<file path="src/rtl/fbsp_pkg.sv">
// fbsp_pkg: shared types and constants of the frame buffer slot pool
`timescale 1ns / 1ps
`default_nettype none
package fbsp_pkg;

    localparam int CFG_W       = 13;   // widest register
    localparam int CFG_IDX_W   = 3;
    localparam int DIM_W       = 13;
    localparam int FMT_W       = 2;
    localparam int SLOTCFG_W   = 5;
    localparam int OP_W        = 2;
    localparam int REL_W       = 4;
    localparam int ADDR_W      = 30;
    localparam int STRIDE_W    = 13;
    localparam int FSIZE_OUT_W = 27;
    localparam int ACT_W       = 5;
    localparam int STAT_W      = 32;
    localparam int PROD_W      = 2 * DIM_W;     // width times height
    localparam int FSIZE_W     = PROD_W + 2;    // up to four bytes per pixel
    localparam int VOFF_W      = PROD_W + 1;

    localparam logic [STAT_W-1:0] STAT_MAX = '1;
    localparam logic [ACT_W-1:0]  ACT_MAX  = '1;

    typedef enum logic [OP_W-1:0] {
        OP_ACQUIRE = 2'd0,
        OP_RELEASE = 2'd1,
        OP_QUERY   = 2'd2
    } t_op;

    typedef enum logic [CFG_IDX_W-1:0] {
        REG_FRAME_WIDTH  = 3'd0,
        REG_FRAME_HEIGHT = 3'd1,
        REG_PIXEL_FORMAT = 3'd2,
        REG_SLOT_COUNT   = 3'd3
    } t_cfg_reg;

    typedef enum logic [FMT_W-1:0] {
        FMT_YUV420P = 2'd0,
        FMT_NV12    = 2'd1,
        FMT_RGB24   = 2'd2,
        FMT_RGBA8   = 2'd3
    } t_fmt;

    typedef struct packed {
        logic [OP_W-1:0]  op;
        logic [REL_W-1:0] slot_to_release;
    } t_req;

    typedef struct packed {
        logic [FSIZE_W-1:0]   fsize;    // zero when the geometry is invalid
        logic [PROD_W-1:0]    pix;      // luma plane bytes
        logic [VOFF_W-1:0]    v_off;    // luma plus one quarter plane
        logic [DIM_W-1:0]     width;
        t_fmt                 fmt;
        logic [SLOTCFG_W-1:0] nslots;   // usable slots, zero when disabled
    } t_geom;

    typedef struct packed {
        logic                   granted;
        logic [REL_W-1:0]       slot_id;
        logic [ADDR_W-1:0]      luma_address;
        logic [ADDR_W-1:0]      chroma_address;
        logic [ADDR_W-1:0]      v_address;
        logic [STRIDE_W-1:0]    luma_stride;
        logic [STRIDE_W-1:0]    chroma_stride;
        logic [FSIZE_OUT_W-1:0] frame_size;
        logic [ACT_W-1:0]       active_count;
        logic [ACT_W-1:0]       peak_count;
        logic [STAT_W-1:0]      acquisition_count;
        logic [STAT_W-1:0]      reuse_count;
    } t_rsp;

endpackage
`default_nettype wire

</file>
<file path="src/rtl/fbsp_req_if.sv">
// fbsp_req_if: request channel carrying one pool operation per word
`timescale 1ns / 1ps
`default_nettype none
interface fbsp_req_if;
    logic                        valid;
    logic                        ready;
    logic [fbsp_pkg::OP_W-1:0]   op;
    logic [fbsp_pkg::REL_W-1:0]  slot_to_release;

    modport source (output valid, output op, output slot_to_release, input ready);
    modport sink   (input valid, input op, input slot_to_release, output ready);
endinterface
`default_nettype wire

</file>
<file path="src/rtl/fbsp_rsp_if.sv">
// fbsp_rsp_if: result channel carrying one pool result per word
`timescale 1ns / 1ps
`default_nettype none
interface fbsp_rsp_if;
    logic                              valid;
    logic                              ready;
    logic                              granted;
    logic [fbsp_pkg::REL_W-1:0]        slot_id;
    logic [fbsp_pkg::ADDR_W-1:0]       luma_address;
    logic [fbsp_pkg::ADDR_W-1:0]       chroma_address;
    logic [fbsp_pkg::ADDR_W-1:0]       v_address;
    logic [fbsp_pkg::STRIDE_W-1:0]     luma_stride;
    logic [fbsp_pkg::STRIDE_W-1:0]     chroma_stride;
    logic [fbsp_pkg::FSIZE_OUT_W-1:0]  frame_size;
    logic [fbsp_pkg::ACT_W-1:0]        active_count;
    logic [fbsp_pkg::ACT_W-1:0]        peak_count;
    logic [fbsp_pkg::STAT_W-1:0]       acquisition_count;
    logic [fbsp_pkg::STAT_W-1:0]       reuse_count;

    modport source (
        output valid, output granted, output slot_id, output luma_address,
        output chroma_address, output v_address, output luma_stride,
        output chroma_stride, output frame_size, output active_count,
        output peak_count, output acquisition_count, output reuse_count,
        input ready
    );
    modport sink (
        input valid, input granted, input slot_id, input luma_address,
        input chroma_address, input v_address, input luma_stride,
        input chroma_stride, input frame_size, input active_count,
        input peak_count, input acquisition_count, input reuse_count,
        output ready
    );
endinterface
`default_nettype wire

</file>
<file path="src/rtl/fbsp_geometry.sv">
// fbsp_geometry: configuration registers and two-stage frame geometry pipeline
`timescale 1ns / 1ps
`default_nettype none
module fbsp_geometry #(
    parameter int MAX_SLOTS     = 16,
    parameter int MAX_DIMENSION = 4096,
    parameter int MAX_PIXELS    = 16777216
) (
    input  wire logic                           i_clk,
    input  wire logic                           i_rst_n,
    input  wire logic                           i_cfg_we,
    input  wire logic [fbsp_pkg::CFG_IDX_W-1:0] i_cfg_index,
    input  wire logic [fbsp_pkg::CFG_W-1:0]     i_cfg_data,
    output logic                                o_pool_clear,
    output fbsp_pkg::t_geom                     o_geom
);

    logic [fbsp_pkg::DIM_W-1:0]     r_width,  n_width;
    logic [fbsp_pkg::DIM_W-1:0]     r_height, n_height;
    fbsp_pkg::t_fmt                 r_fmt,    n_fmt;
    logic [fbsp_pkg::SLOTCFG_W-1:0] r_slots,  n_slots;

    logic [fbsp_pkg::PROD_W-1:0]    r_pix,     n_pix;
    logic                           r_dims_ok, n_dims_ok;
    fbsp_pkg::t_geom                r_geom,    n_geom;

    logic [fbsp_pkg::FSIZE_W-1:0]   fsize_raw;
    logic                           size_ok;
    logic                           fmt_planar;

    // register writes; a write to a listed register rebuilds the pool
    always_comb begin
        n_width      = r_width;
        n_height     = r_height;
        n_fmt        = r_fmt;
        n_slots      = r_slots;
        o_pool_clear = 1'b0;
        if (i_cfg_we) begin
            unique case (i_cfg_index)
                fbsp_pkg::REG_FRAME_WIDTH: begin
                    n_width      = i_cfg_data[fbsp_pkg::DIM_W-1:0];
                    o_pool_clear = 1'b1;
                end
                fbsp_pkg::REG_FRAME_HEIGHT: begin
                    n_height     = i_cfg_data[fbsp_pkg::DIM_W-1:0];
                    o_pool_clear = 1'b1;
                end
                fbsp_pkg::REG_PIXEL_FORMAT: begin
                    n_fmt        = fbsp_pkg::t_fmt'(i_cfg_data[fbsp_pkg::FMT_W-1:0]);
                    o_pool_clear = 1'b1;
                end
                fbsp_pkg::REG_SLOT_COUNT: begin
                    n_slots      = i_cfg_data[fbsp_pkg::SLOTCFG_W-1:0];
                    o_pool_clear = 1'b1;
                end
                default: begin
                end
            endcase
        end
    end

    // first stage: pixel count and dimension checks
    always_comb begin
        fmt_planar = (r_fmt == fbsp_pkg::FMT_YUV420P) || (r_fmt == fbsp_pkg::FMT_NV12);
        n_pix      = fbsp_pkg::PROD_W'(r_width) * fbsp_pkg::PROD_W'(r_height);
        n_dims_ok  = (r_width != '0) && (r_height != '0)
                   && (32'(r_width) <= 32'(MAX_DIMENSION))
                   && (32'(r_height) <= 32'(MAX_DIMENSION))
                   && (!fmt_planar || (!r_width[0] && !r_height[0]));
    end

    // second stage: frame size, plane offsets and usable slot count
    always_comb begin
        size_ok = r_dims_ok && (32'(r_pix) <= 32'(MAX_PIXELS));
        case (r_fmt)
            fbsp_pkg::FMT_RGB24:
                fsize_raw = fbsp_pkg::FSIZE_W'(r_pix) + fbsp_pkg::FSIZE_W'({r_pix, 1'b0});
            fbsp_pkg::FMT_RGBA8:
                fsize_raw = fbsp_pkg::FSIZE_W'({r_pix, 2'b00});
            default:
                fsize_raw = fbsp_pkg::FSIZE_W'(r_pix) + fbsp_pkg::FSIZE_W'(r_pix >> 1);
        endcase
        n_geom.fsize  = size_ok ? fsize_raw : '0;
        n_geom.pix    = r_pix;
        n_geom.v_off  = fbsp_pkg::VOFF_W'(r_pix) + fbsp_pkg::VOFF_W'(r_pix >> 2);
        n_geom.width  = r_width;
        n_geom.fmt    = r_fmt;
        if (!size_ok) begin
            n_geom.nslots = '0;
        end else if (32'(r_slots) > 32'(MAX_SLOTS)) begin
            n_geom.nslots = fbsp_pkg::SLOTCFG_W'(MAX_SLOTS);
        end else begin
            n_geom.nslots = r_slots;
        end
    end

    always_ff @(posedge i_clk) begin
        if (!i_rst_n) begin
            r_width   <= '0;
            r_height  <= '0;
            r_fmt     <= fbsp_pkg::FMT_YUV420P;
            r_slots   <= '0;
            r_pix     <= '0;
            r_dims_ok <= 1'b0;
            r_geom    <= '0;
        end else begin
            r_width   <= n_width;
            r_height  <= n_height;
            r_fmt     <= n_fmt;
            r_slots   <= n_slots;
            r_pix     <= n_pix;
            r_dims_ok <= n_dims_ok;
            r_geom    <= n_geom;
        end
    end

    assign o_geom = r_geom;

endmodule
`default_nettype wire

</file>
<file path="src/rtl/fbsp_alloc.sv">
// fbsp_alloc: busy bitmap, lowest-free-slot search, counters and result fields
`timescale 1ns / 1ps
`default_nettype none
module fbsp_alloc #(
    parameter int MAX_SLOTS = 16
) (
    input  wire logic            i_clk,
    input  wire logic            i_rst_n,
    input  wire logic            i_fire,
    input  wire logic            i_clear,
    input  wire fbsp_pkg::t_req  i_req,
    input  wire fbsp_pkg::t_geom i_geom,
    output fbsp_pkg::t_rsp       o_rsp
);

    localparam int SLOT_W = (MAX_SLOTS > 1) ? $clog2(MAX_SLOTS) : 1;
    localparam int PRODA_W = SLOT_W + fbsp_pkg::FSIZE_W;

    logic [MAX_SLOTS-1:0]          r_busy,   n_busy;
    logic [fbsp_pkg::STAT_W-1:0]   r_acq,    n_acq;
    logic [fbsp_pkg::STAT_W-1:0]   r_reuse,  n_reuse;
    logic [fbsp_pkg::ACT_W-1:0]    r_active, n_active;
    logic [fbsp_pkg::ACT_W-1:0]    r_peak,   n_peak;

    logic [MAX_SLOTS-1:0]          free_slot;
    logic                          found;
    logic [SLOT_W-1:0]             idx;
    logic [SLOT_W-1:0]             rel_idx;
    logic                          rel_ok;
    logic [PRODA_W-1:0]            base;
    logic [fbsp_pkg::ADDR_W-1:0]   luma;

    always_comb begin
        for (int i = 0; i < MAX_SLOTS; i++) begin
            free_slot[i] = !r_busy[i] && (32'(i) < 32'(i_geom.nslots));
        end
        // lowest free slot wins
        found = 1'b0;
        idx   = '0;
        for (int i = MAX_SLOTS - 1; i >= 0; i--) begin
            if (free_slot[i]) begin
                found = 1'b1;
                idx   = SLOT_W'(i);
            end
        end

        rel_idx = SLOT_W'(i_req.slot_to_release);
        rel_ok  = (32'(i_req.slot_to_release) < 32'(i_geom.nslots)) && r_busy[rel_idx];

        base = PRODA_W'(idx) * PRODA_W'(i_geom.fsize);
        luma = base[fbsp_pkg::ADDR_W-1:0];

        n_busy   = r_busy;
        n_acq    = r_acq;
        n_reuse  = r_reuse;
        n_active = r_active;
        n_peak   = r_peak;
        o_rsp    = '0;

        case (i_req.op)
            fbsp_pkg::OP_ACQUIRE: begin
                if (found) begin
                    n_busy[idx] = 1'b1;
                    if (r_acq != fbsp_pkg::STAT_MAX) begin
                        n_acq = r_acq + 1'b1;
                    end
                    if (r_active != fbsp_pkg::ACT_MAX) begin
                        n_active = r_active + 1'b1;
                    end
                    if (n_active > r_peak) begin
                        n_peak = n_active;
                    end
                    if ((n_acq > fbsp_pkg::STAT_W'(i_geom.nslots))
                            && (r_reuse != fbsp_pkg::STAT_MAX)) begin
                        n_reuse = r_reuse + 1'b1;
                    end
                    o_rsp.granted      = 1'b1;
                    o_rsp.slot_id      = fbsp_pkg::REL_W'(idx);
                    o_rsp.luma_address = luma;
                    if (i_geom.fmt == fbsp_pkg::FMT_YUV420P) begin
                        o_rsp.chroma_address = luma + fbsp_pkg::ADDR_W'(i_geom.pix);
                        o_rsp.v_address      = luma + fbsp_pkg::ADDR_W'(i_geom.v_off);
                        o_rsp.luma_stride    = i_geom.width;
                        o_rsp.chroma_stride  = i_geom.width >> 1;
                    end else if (i_geom.fmt == fbsp_pkg::FMT_NV12) begin
                        o_rsp.chroma_address = luma + fbsp_pkg::ADDR_W'(i_geom.pix);
                        o_rsp.luma_stride    = i_geom.width;
                        o_rsp.chroma_stride  = i_geom.width;
                    end
                end
            end
            fbsp_pkg::OP_RELEASE: begin
                if (rel_ok) begin
                    n_busy[rel_idx] = 1'b0;
                    if (r_active != '0) begin
                        n_active = r_active - 1'b1;
                    end
                end
            end
            default: begin
                // query, and the unused code that behaves as one
            end
        endcase

        o_rsp.frame_size        = i_geom.fsize[fbsp_pkg::FSIZE_OUT_W-1:0];
        o_rsp.active_count      = n_active;
        o_rsp.peak_count        = n_peak;
        o_rsp.acquisition_count = n_acq;
        o_rsp.reuse_count       = n_reuse;
    end

    always_ff @(posedge i_clk) begin
        if (!i_rst_n || i_clear) begin
            r_busy   <= '0;
            r_acq    <= '0;
            r_reuse  <= '0;
            r_active <= '0;
            r_peak   <= '0;
        end else if (i_fire) begin
            r_busy   <= n_busy;
            r_acq    <= n_acq;
            r_reuse  <= n_reuse;
            r_active <= n_active;
            r_peak   <= n_peak;
        end
    end

endmodule
`default_nettype wire

</file>
<file path="src/rtl/frame_buffer_slot_pool_unit.sv">
// frame_buffer_slot_pool_unit: top level of the frame buffer slot pool
//
//   channel   dir   handshake       payload
//   i_req     in    valid / ready   op, slot_to_release
//   o_rsp     out   valid / ready   granted, slot_id, addresses, strides, counters
//   i_cfg     in    i_cfg_we only   i_cfg_index, i_cfg_data
//
// one word per cycle while o_rsp is ready and no register write settles; a request taken
// fills the input register, then the result register behind slot search and address multiply
// a register write rebuilds the pool at once and holds ready low for the following cycle
// while the geometry pipeline settles
// reset clears the registers, the bitmap and all counters; a stalled result holds its
// register and the request register fills behind it before ready drops
`timescale 1ns / 1ps
`default_nettype none
module frame_buffer_slot_pool_unit #(
    parameter int MAX_SLOTS     = 16,
    parameter int MAX_DIMENSION = 4096,
    parameter int MAX_PIXELS    = 16777216
) (
    input  wire logic                           i_clk,
    input  wire logic                           i_rst_n,
    input  wire logic                           i_cfg_we,
    input  wire logic [fbsp_pkg::CFG_IDX_W-1:0] i_cfg_index,
    input  wire logic [fbsp_pkg::CFG_W-1:0]     i_cfg_data,
    fbsp_req_if.sink                            i_req,
    fbsp_rsp_if.source                          o_rsp
);

    logic             r_in_valid;
    fbsp_pkg::t_req   r_req;
    logic             r_out_valid;
    fbsp_pkg::t_rsp   r_rsp;
    logic             r_settle;

    logic             pool_clear;
    fbsp_pkg::t_geom  geom;
    fbsp_pkg::t_rsp   step_rsp;
    logic             advance;
    logic             in_ready;
    logic             in_take;

    fbsp_geometry #(
        .MAX_SLOTS     (MAX_SLOTS),
        .MAX_DIMENSION (MAX_DIMENSION),
        .MAX_PIXELS    (MAX_PIXELS)
    ) u_geometry (
        .i_clk        (i_clk),
        .i_rst_n      (i_rst_n),
        .i_cfg_we     (i_cfg_we),
        .i_cfg_index  (i_cfg_index),
        .i_cfg_data   (i_cfg_data),
        .o_pool_clear (pool_clear),
        .o_geom       (geom)
    );

    fbsp_alloc #(
        .MAX_SLOTS (MAX_SLOTS)
    ) u_alloc (
        .i_clk   (i_clk),
        .i_rst_n (i_rst_n),
        .i_fire  (advance),
        .i_clear (pool_clear),
        .i_req   (r_req),
        .i_geom  (geom),
        .o_rsp   (step_rsp)
    );

    // the request word moves on when the result register is empty or being taken
    assign advance  = r_in_valid && (!r_out_valid || o_rsp.ready);
    assign in_ready = !r_settle && (!r_in_valid || advance);
    assign in_take  = i_req.valid && in_ready;

    always_ff @(posedge i_clk) begin
        if (!i_rst_n) begin
            r_in_valid  <= 1'b0;
            r_out_valid <= 1'b0;
            r_settle    <= 1'b0;
        end else begin
            r_in_valid  <= in_take || (r_in_valid && !advance);
            r_out_valid <= advance || (r_out_valid && !o_rsp.ready);
            r_settle    <= pool_clear;
        end
    end

    always_ff @(posedge i_clk) begin
        if (in_take) begin
            r_req.op              <= i_req.op;
            r_req.slot_to_release <= i_req.slot_to_release;
        end
        if (advance) begin
            r_rsp <= step_rsp;
        end
    end

    assign i_req.ready             = in_ready;
    assign o_rsp.valid             = r_out_valid;
    assign o_rsp.granted           = r_rsp.granted;
    assign o_rsp.slot_id           = r_rsp.slot_id;
    assign o_rsp.luma_address      = r_rsp.luma_address;
    assign o_rsp.chroma_address    = r_rsp.chroma_address;
    assign o_rsp.v_address         = r_rsp.v_address;
    assign o_rsp.luma_stride       = r_rsp.luma_stride;
    assign o_rsp.chroma_stride     = r_rsp.chroma_stride;
    assign o_rsp.frame_size        = r_rsp.frame_size;
    assign o_rsp.active_count      = r_rsp.active_count;
    assign o_rsp.peak_count        = r_rsp.peak_count;
    assign o_rsp.acquisition_count = r_rsp.acquisition_count;
    assign o_rsp.reuse_count       = r_rsp.reuse_count;

endmodule
`default_nettype wire

</file>
<file path="src/flat_wrapper.sv">
// flat-port wrapper written by rule: the top's interface ports become plain ports
module frame_buffer_slot_pool_unit_flat 
#(
    parameter int MAX_SLOTS     = 16,
    parameter int MAX_DIMENSION = 4096,
    parameter int MAX_PIXELS    = 16777216
)
  (i_clk, i_rst_n, i_cfg_we, i_cfg_index, i_cfg_data, i_req_valid, i_req_op, i_req_slot_to_release, i_req_ready, o_rsp_valid, o_rsp_granted, o_rsp_slot_id, o_rsp_luma_address, o_rsp_chroma_address, o_rsp_v_address, o_rsp_luma_stride, o_rsp_chroma_stride, o_rsp_frame_size, o_rsp_active_count, o_rsp_peak_count, o_rsp_acquisition_count, o_rsp_reuse_count, o_rsp_ready);
  fbsp_req_if i_req_i ();
  fbsp_rsp_if o_rsp_i ();
  input  wire logic i_clk;
  input  wire logic i_rst_n;
  input  wire logic i_cfg_we;
  input  wire logic [fbsp_pkg::CFG_IDX_W-1:0] i_cfg_index;
  input  wire logic [fbsp_pkg::CFG_W-1:0] i_cfg_data;
  input wire logic [$bits(i_req_i.valid)-1:0] i_req_valid;
  input wire logic [$bits(i_req_i.op)-1:0] i_req_op;
  input wire logic [$bits(i_req_i.slot_to_release)-1:0] i_req_slot_to_release;
  output wire logic [$bits(i_req_i.ready)-1:0] i_req_ready;
  output wire logic [$bits(o_rsp_i.valid)-1:0] o_rsp_valid;
  output wire logic [$bits(o_rsp_i.granted)-1:0] o_rsp_granted;
  output wire logic [$bits(o_rsp_i.slot_id)-1:0] o_rsp_slot_id;
  output wire logic [$bits(o_rsp_i.luma_address)-1:0] o_rsp_luma_address;
  output wire logic [$bits(o_rsp_i.chroma_address)-1:0] o_rsp_chroma_address;
  output wire logic [$bits(o_rsp_i.v_address)-1:0] o_rsp_v_address;
  output wire logic [$bits(o_rsp_i.luma_stride)-1:0] o_rsp_luma_stride;
  output wire logic [$bits(o_rsp_i.chroma_stride)-1:0] o_rsp_chroma_stride;
  output wire logic [$bits(o_rsp_i.frame_size)-1:0] o_rsp_frame_size;
  output wire logic [$bits(o_rsp_i.active_count)-1:0] o_rsp_active_count;
  output wire logic [$bits(o_rsp_i.peak_count)-1:0] o_rsp_peak_count;
  output wire logic [$bits(o_rsp_i.acquisition_count)-1:0] o_rsp_acquisition_count;
  output wire logic [$bits(o_rsp_i.reuse_count)-1:0] o_rsp_reuse_count;
  input wire logic [$bits(o_rsp_i.ready)-1:0] o_rsp_ready;
  assign i_req_i.valid = i_req_valid;
  assign i_req_i.op = i_req_op;
  assign i_req_i.slot_to_release = i_req_slot_to_release;
  assign i_req_ready = i_req_i.ready;
  assign o_rsp_valid = o_rsp_i.valid;
  assign o_rsp_granted = o_rsp_i.granted;
  assign o_rsp_slot_id = o_rsp_i.slot_id;
  assign o_rsp_luma_address = o_rsp_i.luma_address;
  assign o_rsp_chroma_address = o_rsp_i.chroma_address;
  assign o_rsp_v_address = o_rsp_i.v_address;
  assign o_rsp_luma_stride = o_rsp_i.luma_stride;
  assign o_rsp_chroma_stride = o_rsp_i.chroma_stride;
  assign o_rsp_frame_size = o_rsp_i.frame_size;
  assign o_rsp_active_count = o_rsp_i.active_count;
  assign o_rsp_peak_count = o_rsp_i.peak_count;
  assign o_rsp_acquisition_count = o_rsp_i.acquisition_count;
  assign o_rsp_reuse_count = o_rsp_i.reuse_count;
  assign o_rsp_i.ready = o_rsp_ready;
  frame_buffer_slot_pool_unit #(.MAX_SLOTS(MAX_SLOTS), .MAX_DIMENSION(MAX_DIMENSION), .MAX_PIXELS(MAX_PIXELS)) u_core (.i_clk(i_clk), .i_rst_n(i_rst_n), .i_cfg_we(i_cfg_we), .i_cfg_index(i_cfg_index), .i_cfg_data(i_cfg_data), .i_req(i_req_i), .o_rsp(o_rsp_i));
endmodule
</file>
<file path="config.mk">
export PLATFORM = sky130hd
export DESIGN_NAME = frame_buffer_slot_pool_unit_flat
export DESIGN_NICKNAME = d
export VERILOG_FILES = /design/src/rtl/fbsp_pkg.sv /design/src/rtl/fbsp_req_if.sv /design/src/rtl/fbsp_rsp_if.sv /design/src/rtl/fbsp_geometry.sv /design/src/rtl/fbsp_alloc.sv /design/src/rtl/frame_buffer_slot_pool_unit.sv /design/src/flat_wrapper.sv
export SDC_FILE = /design/constraint.sdc
export NUM_CORES = 2
export LEC_CHECK = 0
export BUFFER_PORTS_ARGS = -buffer_cell sky130_fd_sc_hd__buf_2
export CAP_MARGIN = 30
export CORE_UTILIZATION = 45
export CTS_CLUSTER_DIAMETER = 30
export DETAILED_ROUTE_END_ITERATION = 6
export GPL_TIMING_DRIVEN = 0
export SLEW_MARGIN = 25
export SYNTH_ARGS = -nofsm -noshare
export SYNTH_HDL_FRONTEND = slang
export SYNTH_SLANG_ARGS = --single-unit
</file>
<file path="constraint.sdc">
create_clock -name i_clk -period 15.7 [get_ports i_clk]
set_input_delay 0.785 -clock i_clk [delete_from_list [all_inputs] [get_ports i_clk]]
set_output_delay 0.785 -clock i_clk [all_outputs]
set_load 0.1 [all_outputs]
</file>
Word-level counts from Yosys, hierarchy flattened
Index checks and enable logic that the tools add are counted.
{"block": "word_totals", "inputBits": 27, "latchBits": 0, "mem_bits_ro": 0, "word_cells": 246, "ram_bits": 0, "memories": 0, "register_bits": 482}
{"block": "op_classes", "n_eq_ne": 13, "div_mod_pow": 0, "reduce_logical": 82, "mul": 2, "n_addsub": 9, "n_lt_le_gt_ge": 27, "bitwise_logic": 8, "shifts": 0, "mux": 69}
{"op": "2-to-1 mux 32 bit", "n": 8}
{"op": "2-to-1 mux 121 bit", "n": 1}
{"op": "2-to-1 mux 30 bit", "n": 3}
{"op": "adder 32 x 1 -> 32 bit, second input constant", "n": 2}
{"op": "2-to-1 mux 4 bit", "n": 16}
{"op": "!= test 32 bit, second input constant", "n": 2}
{"op": "case mux 28 bit (2 select lines)", "n": 1}
{"op": "2-to-1 mux 26 bit", "n": 2}
{"op": "2-to-1 mux 5 bit", "n": 10}
{"op": "less-than comparator 4 x 5 -> 1 bit, first input constant", "n": 8}
{"op": "> comparator 32 x 5 -> 1 bit", "n": 1}
{"op": "2-to-1 mux 16 bit", "n": 2}
{"op": "case mux 16 bit (2 select lines)", "n": 1}
{"op": "logical AND 1 bit", "n": 31}
{"op": "adder 30 x 26 -> 30 bit", "n": 1}
{"op": "adder 30 x 27 -> 30 bit", "n": 1}
{"op": "multiplier 4 x 28 -> 30 bit", "n": 1}
{"op": "adder 26 x 27 -> 28 bit", "n": 1}
{"op": "adder 26 x 24 -> 27 bit", "n": 1}
{"op": "adder 26 x 25 -> 27 bit", "n": 1}
{"op": "<= comparator 13 bit, second input constant", "n": 2}
{"op": "<= comparator 26 x 25 -> 1 bit, second input constant", "n": 1}
{"op": "multiplier 13 x 13 -> 26 bit", "n": 1}
{"op": "nonzero test 13 bit", "n": 2}
{"op": "other kinds (35)", "n": 110}

Depth between registers and ports, before layout
{"block": "logic_depth", "ltp_word": 25, "ltp_mapped": 35, "mapped_depth_nobuf": 33}

Cells and area by module
A second synthesis with hierarchy kept.
{"block": "unflattened", "hier_cells": 3718, "area_unflattened_um2": 34286.6}
{"module": "fbsp_alloc", "area_per_inst_um2": 13952.1, "instances": 1, "cells_each": 1904, "seq_area_each_um2": 1801.7}
{"module": "fbsp_geometry", "area_per_inst_um2": 13362.8, "instances": 1, "cells_each": 1574, "seq_area_each_um2": 3223.1}
{"module": "frame_buffer_slot_pool_unit", "area_per_inst_um2": 6971.7, "instances": 1, "cells_each": 240, "seq_area_each_um2": 6906.6}

Worst setup path after synthesis
No wires, ideal clock.
{"block": "synth_timing", "path_kind": "register to register", "from": "register u_core.r_out_valid, in the netlist u_core.o_rsp.valid", "to": "register u_core.r_rsp (netlist bit u_core.o_rsp.acquisition_count[0]), enable pin", "setup_ps": 673, "stages_incl_launch_ff": 7, "setup_slack_ps": 7130, "required_ps": 15027, "arrival_time_ps": 7897, "cell_sequence": "dfxtp_1 > nor2b_1 > nand2b_1 > clkbuf_1 > inv_1 > clkbuf_1 > clkbuf_1"}
{"block": "synth_via", "elab_chain_len": 3}
{"element": "start: declaration", "line_no": "frame_buffer_slot_pool_unit.sv:32", "rtl": "logic r_out_valid;"}
{"element": "start signal: assignment", "line_no": "frame_buffer_slot_pool_unit.sv:81", "rtl": "r_out_valid <= advance || (r_out_valid && !o_rsp.ready);"}
{"element": "zero test 1 bit", "line_no": "frame_buffer_slot_pool_unit.sv:70", "rtl": "assign advance = r_in_valid && (!r_out_valid || o_rsp.ready);"}
{"element": "logical OR 1 bit", "line_no": "frame_buffer_slot_pool_unit.sv:70"}
{"element": "logical AND 1 bit", "line_no": "frame_buffer_slot_pool_unit.sv:70"}
{"element": "named net u_core.advance", "line_no": "frame_buffer_slot_pool_unit.sv:39", "rtl": "logic advance;"}
{"element": "end signal: assignment", "line_no": "frame_buffer_slot_pool_unit.sv:92", "rtl": "r_rsp <= step_rsp;"}
{"element": "end: declaration", "line_no": "frame_buffer_slot_pool_unit.sv:33", "rtl": "fbsp_pkg::t_rsp r_rsp;"}
The timed path passes the listed nets, and every way through them passes these cells.
A chain may end at the register's enable or synchronous reset.

Worst setup path in the final report
{"block": "layout_timing", "from": "register u_core.u_geometry.r_geom (netlist bit u_core.u_geometry.o_geom[0])", "to": "register u_core.r_rsp (netlist bit u_core.o_rsp.chroma_address[29]), data pin"}
{"block": "layout_via", "elab_chain_len": 22}
{"element": "start: declaration", "line_no": "fbsp_geometry.sv:25", "rtl": "fbsp_pkg::t_geom r_geom, n_geom;"}
{"element": "start signal: assignment", "line_no": "fbsp_geometry.sv:113", "rtl": "r_geom <= n_geom;"}
{"element": "less-than comparator 4 x 5 -> 1 bit", "line_no": "fbsp_alloc.sv:35", "rtl": "free_slot[i] = !r_busy[i] && (32'(i) < 32'(i_geom.nslots));"}
{"element": "logical AND 1 bit", "line_no": "fbsp_alloc.sv:35"}
{"element": "2-to-1 mux 4 bit (15 in series)", "line_no": "fbsp_alloc.sv:41", "rtl": "if (free_slot[i]) begin"}
{"element": "2-to-1 mux 4 bit (*)", "line_no": "fbsp_alloc.sv:41"}
{"element": "multiplier 4 x 28 -> 30 bit (*)", "line_no": "fbsp_alloc.sv:50", "rtl": "base = PRODA_W'(idx) * PRODA_W'(i_geom.fsize);"}
{"element": "named net u_core.u_alloc.base[12]", "line_no": "fbsp_alloc.sv:30", "rtl": "logic [PRODA_W-1:0] base;"}
{"element": "adder 30 x 26 -> 30 bit (*)", "line_no": "fbsp_alloc.sv:81, fbsp_alloc.sv:86"}
{"element": "2-to-1 mux 30 bit", "line_no": "fbsp_alloc.sv:85", "rtl": "end else if (i_geom.fmt == fbsp_pkg::FMT_NV12) begin"}
{"element": "2-to-1 mux 30 bit (*)", "line_no": "fbsp_alloc.sv:80", "rtl": "if (i_geom.fmt == fbsp_pkg::FMT_YUV420P) begin"}
Mark *: on every way through the listed nets, which the timed path passes. The rest lies on a longest branch.

==> results.yml <==
logic_synthesis:
  ys_types: 83
  post_synth.cell_area_avg_um2: 9.22
  syn-instance-count: 3600
  synth_sequential_area_ratio_pct: 35.9
  synthesis.area_um2: 33200
  mappedNetlistNets: 4043
  asyncSetResetFlopFracSynth_pct: 0
  yosys_most_used_dff: "sky130_fd_sc_hd__dfxtp_1"
  cell_accounting_for_the_most_synthesized_area: "sky130_fd_sc_hd__edfxtp_1"
  yosys_warnings: 0
  synth_enable_flop_cells: 228
  yosys_top_cell_area_share_pct: 20.6
  synthTopCellsByArea: "sky130_fd_sc_hd__edfxtp_1 21%, sky130_fd_sc_hd__dfxtp_1 15%, sky130_fd_sc_hd__fa_1 11%"
  post_synthesis_sequential_element_count: 482
final_layout:
  post_route_cells_drive_above_1_share_pct: 13.0
  sequential_cell_area_um2: 11900
  layout.nets: 4413
  fillCellCount: 6705
  multi_input_area_um2: 19500
  instances_no_fill: 5028
  antennaDiodeCount: 0
  synthToLayoutAreaGrowth_pct: 19.9
routing:
  detailedRoute.firstPassIterationCount: 6
  drc: 0
  wl_um: 95100
  final_antenna_net_count: 0
  route.detailed.wl_per_inst_um: 18.9
  per_cell_via_count_in_the_routed_design: 5.34
  detailedRoute.firstIterationViolations: 1957
  vias: 26800
die:
  design.core.area_um2: 73000
  floorplan.rows: 99
  num_io_pins: 251
  initial_core_util_pct: 45.5
  die_w_um: 274
  chip_height_um: 274
  die_area_um2: 74800
timing:
  finalSetupViolations: 0
  rsz0062_at_grt: "no"
  finalWorstSetupSlack_ns: 6.32
  slew_headroom_pct: 39.5
  period_share_pct: 59.8
  worst-slew-pin-transition_ns: 0.907
  clock-skew-final_ns: 0.0429
  totalNegativeSetupSlack_ns: 0
  hold_violation_count_in_the_final_report: 0
  clock.fmax_mhz: 107
  maxSlewViolCount: 0
  final.min_clock_period_ns: 9.38
grt:
  grt_first_pass_wirelength_um: 147000
  gr-usage-all-layers_pct: 25.4
  grt_overflow: 0
  grt_start_max_net_pins: 56
  antenna_found_initial: 3
  number_of_global_route_vias_before_repair: 26100
placement:
  place_ws_ns: 6.51
  finalWeightedCongestion: 0.912
  numPortBuffers: 250
  place_inst: 4814
  post-dp-hpwl_um: 75100
hold_path:
  min_path_type: "in2reg"
cts:
  ctsHoldBuffers: 0
  insertion_delay_ns: 0.65
  clock_tree.buffer_depth: 3
  clock-sinks: 482
  cts_tree: "done"
  cts_made_buffers: 111
  postCtsResizedCells: 0
  path_clk_slew_ns: 0.05
  post-cts-setup-buffer-count: 0
  buffer_cell_driving_the_clock_tree_root: "sky130_fd_sc_hd__clkbuf_16"
  h-tree-depth: 3
setup_path:
  timing.critical_path.arrival_ns: 9.83
  slowest_delay_ns: 0.55
  crit_buf_inv: 4
  worstPathRequired_ns: 16.14
  timing.critical_path.fanout_max: 10
  setup.worst_path.end_class: "flop"
  start_kind: "flop"
  critical_path.slowest_cell: "sky130_fd_sc_hd__fa_1"
  timing.critical_path.max_delay_family: "compound AO/OA/AOI/OAI gates"
  path_class: "reg2reg"
power_and_ir_drop:
  power.density_cell_area_nw_per_um2: 103
  power.share.combinational_pct: 7.7
  switching_share_pct: 26.3
  cellInternalPower_mw: 3.02
  power.switching_mw: 1.08
  power_leakage_nw: 17.3
  pwr-share-seq_pct: 33.4
  clock_power_share_pct: 59.0
  vdd.ir_drop.worst_mv: 0.0868
run_status:
  run_status: "finished clean"
job:
  drv_cap: 0
metrics by stage:
stage                     hold slack (ns)  util [%]  power (mW)  instance area [µm²]
after floorplan                     0.430         -        1.64                33200
after global placement              0.443      48.9        1.71                35600
after detailed placement            0.448      49.0        1.70                35800
after CTS                           0.271      54.5        4.13                39800
after global routing                0.275      54.6        4.21                39800
final                               0.309      54.6        4.10                39800
layout make-up:
class	instances	share of cell area (%)
plain buffers	154	1.56
flip-flops and latches	482	30.0
multi-input cells	2665	49.1
clock inverters	82	2.49
clock buffers	130	7.60
inverters	299	2.82
well taps	959	3.01
repair buffers	257	3.47
kinds of logic (layout without fill, tap and decap cells):
kind of cell / count (synthesis) / count (layout) / share of synthesized area [%]
compound gates: 615 / 615 / 11.7
fa+ha+maj: 416 / 416 / 19.7
xor+xnor: 254 / 254 / 6.70
flops: 482 / 482 / 35.9
simple gates: 1342 / 1342 / 19.3
mux: 38 / 38 / 1.36
buf+inv: 453 / 922 / 5.23
worst paths after layout:
check                              startpoint                              end  slack [ns]  depth (start not counted)
setup reg to reg  u_core.u_geometry.o_geom[0]  u_core.o_rsp.chroma_address[29]        6.32                         30
hold / removal                    i_req_op[1]                  u_core.r_req[5]        0.31                          1
setup / recovery  u_core.u_geometry.o_geom[0]  u_core.o_rsp.chroma_address[29]        6.32                         30
hold reg to reg      u_core.u_alloc.r_peak[2]         u_core.u_alloc.r_peak[2]        0.45                          2
state kept, by name, indices dropped and copies added, names as in the netlist, 26 cells and up:
signal / count
u_core.o_rsp.acquisition_count: 32
u_core.o_rsp.chroma_address: 30
u_core.o_rsp.frame_size: 27
u_core.o_rsp.luma_address: 30
u_core.o_rsp.reuse_count: 32
u_core.o_rsp.v_address: 30
u_core.u_alloc.r_acq: 32
u_core.u_alloc.r_reuse: 32
u_core.u_geometry.o_geom: 101
u_core.u_geometry.r_pix: 26
cells in the mapped netlist, drive strengths merged (86+ instances only):
cell,instances
and2,209
o21ai,128
clkbuf,122
dfxtp,254
edfxtp,228
inv,296
nor2,349
nand2,409
a21oi,202
fa,177
nor3,86
xnor2,152
ha,239
xor2,102
power by group through the flow:
stage                     logic [mW]  registers [mW]  clock network, mW
final                          0.314            1.37               2.41
after global routing           0.326            1.37               2.51
after CTS                      0.315            1.37               2.45
after detailed placement       0.315            1.39                  0
after global placement         0.310            1.40                  0
after floorplan               0.0554            1.59                  0
routing by layer:
metal / global-route usage, % / part of all wire [%] / wire length (µm) / vias to the layer above
met5: 0 / 0.0095 / 9 / -
met4: 8.03 / 2.8 / 2640 / 2
met3: 4.11 / 5.5 / 5270 / 147
met2: 40.9 / 46 / 44000 / 756
met1: 34.8 / 45 / 43200 / 12900
li1: - / - / - / 13000
layout by cell type (no fill, tap or decap), drive strengths merged, types with 9 or more instances in the layout:
cell and instances:
a21o 69, nor2b 17, nand2b 29, nor4 30, mux2i 25, o211ai 21, clkinv 29, nand3 63
ha 239, xor2 102, o21bai 18, o21ai 128, and3 35, or2 18, clkbuf 253, fa 177
bufinv 14, dfxtp 254, a21oi 202, buf 288, nand2 409, nor3 86, nand4 28, edfxtp 228
clkinvlp 12, inv 326, nor2 349, xnor2 152, nand3b 12, o21a 28, and2 209, a311oi 9
a211oi 38, nor3b 13, a31oi 16, or3 27
(Power assumes the default switching activity.)
